--- src/rtl/core/ilis_pkg.sv ---
package ilis_pkg;

  localparam int unsigned DefaultDepth = 16;

  localparam int unsigned ActionW = 2;
  localparam int unsigned PosW    = 5;
  localparam int unsigned ValueW  = 32;
  localparam int unsigned StatusW = 2;
  localparam int unsigned IndexW  = 5;

  localparam logic [ActionW-1:0] ActInsert = 2'd0;
  localparam logic [ActionW-1:0] ActErase  = 2'd1;
  localparam logic [ActionW-1:0] ActSearch = 2'd2;

  localparam logic [StatusW-1:0] StDone  = 2'd0;
  localparam logic [StatusW-1:0] StRange = 2'd1;
  localparam logic [StatusW-1:0] StFull  = 2'd2;

  localparam logic [IndexW-1:0] NotFound = 5'h1f;

  typedef enum logic [2:0] {
    OpHold,
    OpInsert,
    OpErase,
    OpCompare,
    OpScan
  } cell_op_e;

  typedef struct packed {
    cell_op_e          op;
    logic [ValueW-1:0] value;
  } cell_ctrl_t;

endpackage

--- src/rtl/core/indexed_list_insert_erase_search_unit.sv ---
// channel  signals                              direction
// in       in_valid_i in_ready_o action_i         input
//          position_i value_i
// out      out_valid_o out_ready_i status_o       output
//          found_index_o length_o
//
// insert and erase: the cells from the position on shift in the transfer cycle, the result is
//   registered at once, so one item per cycle while the output is taken
// search: first every cell compares its entry, then the match flags walk toward
//   cell 0, one cell per cycle, until cell 0 matches or the length is passed
// reset clears the entry count and control; list entries are unknown until written
// a stalled output holds the block: no transfer is taken until it drains
module indexed_list_insert_erase_search_unit import ilis_pkg::*; #(
  parameter int unsigned Depth = DefaultDepth
) (
  input  logic                clk_i,
  input  logic                rst_ni,
  input  logic                in_valid_i,
  output logic                in_ready_o,
  input  logic [ActionW-1:0]  action_i,
  input  logic [PosW-1:0]     position_i,
  input  logic signed [ValueW-1:0] value_i,
  output logic                out_valid_o,
  input  logic                out_ready_i,
  output logic [StatusW-1:0]  status_o,
  output logic signed [IndexW-1:0] found_index_o,
  output logic [IndexW-1:0]   length_o
);

  localparam int unsigned CntW = $clog2(Depth + 1);
  localparam int unsigned CmpW = (CntW > PosW) ? CntW : PosW;
  localparam logic [CmpW-1:0] DepthC = CmpW'(Depth);

  localparam logic StIdle = 1'b0;
  localparam logic StScan = 1'b1;

  logic              state_q, state_d;
  logic [CntW-1:0]   count_q, count_d;
  logic [CntW-1:0]   scan_q, scan_d;
  logic              out_valid_q, out_valid_d;
  logic [StatusW-1:0] status_q, status_d;
  logic [IndexW-1:0] found_q, found_d;
  logic [IndexW-1:0] length_q, length_d;

  cell_ctrl_t        ctrl;
  logic [CmpW-1:0]   pos_ext, count_ext, scan_ext;
  logic              out_free, in_xfer;
  logic [ValueW-1:0] entry_w [Depth];
  logic              match_w [Depth];

  assign pos_ext   = CmpW'(position_i);
  assign count_ext = CmpW'(count_q);
  assign scan_ext  = CmpW'(scan_q);
  assign out_free  = !out_valid_q || out_ready_i;
  assign in_ready_o = (state_q == StIdle) && out_free;
  assign in_xfer   = in_valid_i && in_ready_o;

  always_comb begin
    state_d     = state_q;
    count_d     = count_q;
    scan_d      = scan_q;
    out_valid_d = out_valid_q && !out_ready_i;
    status_d    = status_q;
    found_d     = found_q;
    length_d    = length_q;
    ctrl.op     = OpHold;
    ctrl.value  = value_i;

    case (state_q)
      StIdle: begin
        if (in_xfer) begin
          found_d  = NotFound;
          status_d = StDone;
          length_d = count_ext[IndexW-1:0];
          case (action_i)
            ActInsert: begin
              if (pos_ext > count_ext) begin
                status_d = StRange;
              end else if (count_ext == DepthC) begin
                status_d = StFull;
              end else begin
                ctrl.op  = OpInsert;
                count_d  = count_q + CntW'(1);
                length_d = IndexW'(count_d);
              end
            end
            ActErase: begin
              if (pos_ext >= count_ext) begin
                status_d = StRange;
              end else begin
                ctrl.op  = OpErase;
                count_d  = count_q - CntW'(1);
                length_d = IndexW'(count_d);
              end
            end
            ActSearch: begin
              ctrl.op = OpCompare;
              scan_d  = '0;
              state_d = StScan;
            end
            default: status_d = StRange;
          endcase
          out_valid_d = (action_i != ActSearch);
        end
      end
      StScan: begin
        if (scan_q >= count_q || match_w[0]) begin
          if (out_free) begin
            found_d     = match_w[0] && (scan_q < count_q) ?
                          scan_ext[IndexW-1:0] : NotFound;
            status_d    = StDone;
            length_d    = count_ext[IndexW-1:0];
            out_valid_d = 1'b1;
            state_d     = StIdle;
          end
        end else begin
          ctrl.op = OpScan;
          scan_d  = scan_q + CntW'(1);
        end
      end
      default: state_d = StIdle;
    endcase
  end

  always_ff @(posedge clk_i or negedge rst_ni) begin
    if (!rst_ni) begin
      state_q     <= StIdle;
      count_q     <= '0;
      scan_q      <= '0;
      out_valid_q <= 1'b0;
    end else begin
      state_q     <= state_d;
      count_q     <= count_d;
      scan_q      <= scan_d;
      out_valid_q <= out_valid_d;
    end
  end

  always_ff @(posedge clk_i) begin
    status_q <= status_d;
    found_q  <= found_d;
    length_q <= length_d;
  end

  for (genvar i = 0; i < Depth; i++) begin : g_cell
    logic [ValueW-1:0] prev_entry, next_entry;
    logic              next_match;
    if (i == 0) begin : g_head
      assign prev_entry = value_i;
    end else begin : g_mid
      assign prev_entry = entry_w[i-1];
    end
    if (i == Depth - 1) begin : g_tail
      assign next_entry = entry_w[i];
      assign next_match = 1'b0;
    end else begin : g_body
      assign next_entry = entry_w[i+1];
      assign next_match = match_w[i+1];
    end
    ilis_cell #(
      .Idx  (i),
      .CmpW (CmpW)
    ) u_cell (
      .clk_i        (clk_i),
      .ctrl_i       (ctrl),
      .pos_i        (pos_ext),
      .prev_entry_i (prev_entry),
      .next_entry_i (next_entry),
      .next_match_i (next_match),
      .entry_o      (entry_w[i]),
      .match_o      (match_w[i])
    );
  end

  assign out_valid_o   = out_valid_q;
  assign status_o      = status_q;
  assign found_index_o = found_q;
  assign length_o      = length_q;

endmodule

--- src/rtl/core/ilis_cell.sv ---
module ilis_cell import ilis_pkg::*; #(
  parameter int unsigned Idx  = 0,
  parameter int unsigned CmpW = 5
) (
  input  logic              clk_i,
  input  cell_ctrl_t        ctrl_i,
  input  logic [CmpW-1:0]   pos_i,
  input  logic [ValueW-1:0] prev_entry_i,
  input  logic [ValueW-1:0] next_entry_i,
  input  logic              next_match_i,
  output logic [ValueW-1:0] entry_o,
  output logic              match_o
);

  localparam logic [CmpW-1:0] MyIdx = CmpW'(Idx);

  logic [ValueW-1:0] entry_q, entry_d;
  logic              match_q, match_d;

  always_comb begin
    entry_d = entry_q;
    match_d = match_q;
    case (ctrl_i.op)
      OpInsert: begin
        if (MyIdx == pos_i) begin
          entry_d = ctrl_i.value;
        end else if (MyIdx > pos_i) begin
          entry_d = prev_entry_i;
        end
      end
      OpErase: begin
        if (MyIdx >= pos_i) begin
          entry_d = next_entry_i;
        end
      end
      OpCompare: match_d = (entry_q == ctrl_i.value);
      // match flags move one cell toward the head
      OpScan:    match_d = next_match_i;
      default: ;
    endcase
  end

  always_ff @(posedge clk_i) begin
    entry_q <= entry_d;
    match_q <= match_d;
  end

  assign entry_o = entry_q;
  assign match_o = match_q;

endmodule
--- config.mk ---
export PLATFORM = sky130hd
export DESIGN_NAME = indexed_list_insert_erase_search_unit
export DESIGN_NICKNAME = d
export VERILOG_FILES = /design/src/rtl/core/ilis_pkg.sv /design/src/rtl/core/indexed_list_insert_erase_search_unit.sv /design/src/rtl/core/ilis_cell.sv
export SDC_FILE = /design/constraint.sdc
export NUM_CORES = 1
export LEC_CHECK = 0
export BUFFER_PORTS_ARGS = -buffer_cell sky130_fd_sc_hd__buf_2
export CORE_ASPECT_RATIO = 1.75
export CORE_MARGIN = 2
export CORE_UTILIZATION = 40
export DETAILED_ROUTE_END_ITERATION = 8
export GPL_TIMING_DRIVEN = 0
export PLACE_DENSITY = 0.52
export SYNTH_ARGS = -nofsm -noshare
export SYNTH_HDL_FRONTEND = slang
export SYNTH_SLANG_ARGS = --single-unit
--- constraint.sdc ---
create_clock -name clk_i -period 10.4 [get_ports clk_i]
set_input_delay 0.52 -clock clk_i [delete_from_list [all_inputs] [get_ports clk_i]]
set_output_delay 0.52 -clock clk_i [all_outputs]
set_load 0.02 [all_outputs]
==> impl_metrics.ini <==
[clock_network]
cts_buffer_depth = 3
cts-buffers-inserted = 58
cts.sinks = 552
cts_tree = yes
ctsRootBufferMaster = clkbuf_16
insertion_delay_ps = 670
postCtsSetupRepairBufs = 0
cts_max_level = 2
post_cts_resized = 0
hold_buffers = 1
clk_pin_slew_ps = 70

[setup_path]
worstPathArrival_ps = 4900
slowest_delay_ps = 850
cp_max_fo = 22
path_buf_inv = 4
cp.required_ps = 10810
worstReg2RegEnd = g_cell[7].u_cell.entry_o[16]
rr_worst_depth = 9
crit_slowest_cell = o21ai_1
crit_family = buffers and inverters
cp_cell_sequence = inv_1 -> ha_1 -> nand4_1 -> a21oi_1 -> nor4_4 -> buf_4 -> o21ai_1 -> clkinv_1 -> buf_16
rr_startpoint = count_ext[2]
path_class = reg -> reg
cp-end-kind = flip-flop
reg2reg_setup_slack_ps = 5910
worst_setup_path_start_kind = flip-flop

[finish]
area_growth_pct = 11.2
layout_common_cells = 583 x nand2_1, 540 x edfxtp_1, 512 x xor2_1
final_common_cell = nand2_1
stdcell_count = 4431
diodes = 0
fin_nets = 3373
layout-drive-gt1-share = 0.0893

[floorplan]
die_y_um = 389
start_util = 0.402
fp.dieW_um = 224
dieArea_sq_um = 86900
rows = 141
pin_count = 57
core_region_area_sq_um = 84200

[synth]
synth_cell_types = 55
yosys_register_bits = 552
yosysWarnings = 0
synthCells = 3210
syn_area_per_cell_sq_um = 10.5
yosysSeqAreaShare = 0.489
netlist_area_sq_um = 33800
synth_nets = 3267

[power_and_ir_drop]
clockPowerShare = 0.361
ir_drop_mv = 0.129
power_frac_seq = 0.457
p_leak_uw = 0.0143
pwr-share-comb = 0.183
swShare = 0.316
p_sw_uw = 1850
intPower_uw = 4010
power_per_cell_area_nw_per_um2 = 156

[drt]
ant_nets = 0
drt_iter0_markers = 2899
firstDrtPassIters = 6
totalWireLength_um = 157000
vias_per_cell = 5.94
vias = 26300
wire_per_inst_um = 35.4
post-route-drc-count = 0

[flow_run]
cap_violations = 1

[timing]
fin_crit_ps = 4490
slew_headroom = -0.0179
fmax_ghz = 0.223
maxSlewViolCount = 2
fin_crit_sh = 0.432
setup_tns_ps = 0
hold_viol_final = 0
worst_pin_slew_ps = 1520
grt_setup_unrepaired = no
finClkSkew_ps = 26.7
finalSetupViolations = 0

[global_route]
antenna_found_initial = 3
grt_use_met2 = 0.611
use_met1 = 0.340
grt_pass1_vias = 26800
grt.total_usage = 0.356
busiest_layer = met2
gr-usage-met3 = 0.0320
grt_first_pass_wirelength_um = 211000
grt_overflow = 0
grt_max_degree = 33

[min_path]
hold_start = out_ready_i
hold_path.class = in -> reg
min_to = state_q
holdPathStages = 3

[run_status]
violations = capacitance limit, slew limit
status = finished with violations

[placement]
dp_hpwl_um = 130000
portBuffers = 23
gp_congestion = 1.03
dp_cells = 4326
[flip-flops by register name, summed over array words and instances, names as in the netlist]
signal,count
status_o,2
count_ext,5
found_index_o,5
length_o,5
state_q,1
out_valid_o,1
g_cell.u_cell.match_o,16
scan_ext,5
g_cell.u_cell.entry_o,512
[cells in the mapped netlist, drive strengths merged]
master   number  share of area
a2111oi       1        0.00081
xnor2         7         0.0018
o21a          1        0.00022
o211ai        3        0.00067
and4b         1        0.00030
o311ai        1        0.00026
nand3b        1        0.00022
nor4        132          0.025
or2           4        0.00074
ha           14         0.0052
o21ai       460          0.068
a21oi        13         0.0019
mux2i       449           0.13
nand2b        5        0.00093
nor3         12         0.0019
clkbuf      157          0.017
a211o         1        0.00026
or3           2        0.00037
xor2        512           0.13
o22ai         1        0.00019
a221o         2        0.00059
a21o          3        0.00067
o221a         1        0.00033
buf         141          0.021
nand4        36         0.0067
o31ai        15         0.0033
nor3b         2        0.00059
nand2       584          0.065
dfrtp        12         0.0089
and4          2        0.00052
nor4bb        1        0.00030
o21bai        2        0.00056
and2          2        0.00037
a2111o        2        0.00067
or4           1        0.00022
nor2         16         0.0019
nand3         8         0.0012
and3          5        0.00093
mux2         32          0.011
nor2b         9         0.0017
inv          15         0.0017
a31oi         2        0.00037
edfxtp      540           0.48
[power groups by stage]
stage / Sequential [uW] / Clock, uW / Combinational [uW]
2_1_floorplan: 2720 / 0 / 554
3_3_place_gp: 2720 / 0 / 1010
3_5_place_dp: 2720 / 0 / 1040
4_1_cts: 2670 / 2120 / 1050
5_1_grt: 2680 / 2200 / 1110
6_report: 2670 / 2110 / 1070
[worst max path at each step]
stage             startpoint                           end  slack [ps]  depth (start not counted)
3_3_place_gp   position_i[0]  g_cell[0].u_cell.entry_o[17]        2470                          9
3_5_place_dp   position_i[0]  g_cell[7].u_cell.entry_o[16]        5670                          9
2_1_floorplan  position_i[0]  g_cell[12].u_cell.entry_o[0]        5690                         10
4_1_cts         count_ext[2]  g_cell[7].u_cell.entry_o[16]        5860                          8
6_report        count_ext[2]  g_cell[7].u_cell.entry_o[16]        5910                          9
5_1_grt         count_ext[2]  g_cell[7].u_cell.entry_o[18]        5760                          9
[metrics by stage]
stage | area, sq um | util | hold WS [ps] | worst slack [ps] | power [uW]
3_5_place_dp | 35800 | 0.425 | 468 | 5670 | 3760
3_3_place_gp | 35300 | 0.419 | 460 | 2470 | 3730
4_1_cts | 37600 | 0.446 | 226 | 5860 | 5840
5_1_grt | 37600 | 0.447 | 250 | 5760 | 5990
6_report | 37600 | 0.447 | 246 | 5910 | 5860
2_1_floorplan | 33800 | - | 224 | 5690 | 3270
[cell type report]
cell class / instances / area [sq um]
timing repair buffer: 46 / 514
inverter: 15 / 56.3
fill: 8067 / 46600
tap: 1072 / 1340
multi-input combinational: 2345 / 16100
clock inverter: 32 / 267
sequential: 552 / 16500
clock buffer: 71 / 1520
buffer: 298 / 1300
[kinds of logic (layout without fill, tap and decap cells)]
family / after synthesis / count (layout) / share of synthesized area
and+or+nand+nor: 823 / 823 / 0.109
adders and majority gates: 14 / 14 / 0.00518
buffers and inverters: 313 / 462 / 0.0402
muxes: 481 / 481 / 0.144
AOI/OAI and AO/OA: 508 / 508 / 0.0791
DFF: 552 / 552 / 0.489
xor gates and xnor gates: 519 / 519 / 0.135
[tightest hold or removal path: stages]
cell and delay (ps):
buf_2 80, nor2b_1 70, a21o_1 180
[per-layer routing]
layer	routed length, um	share of wire
met5	18	0.00011
met4	24200	0.15
met3	6840	0.044
met2	76500	0.49
met1	49100	0.31
No activity file was read; power rests on OpenSTA's default activity.
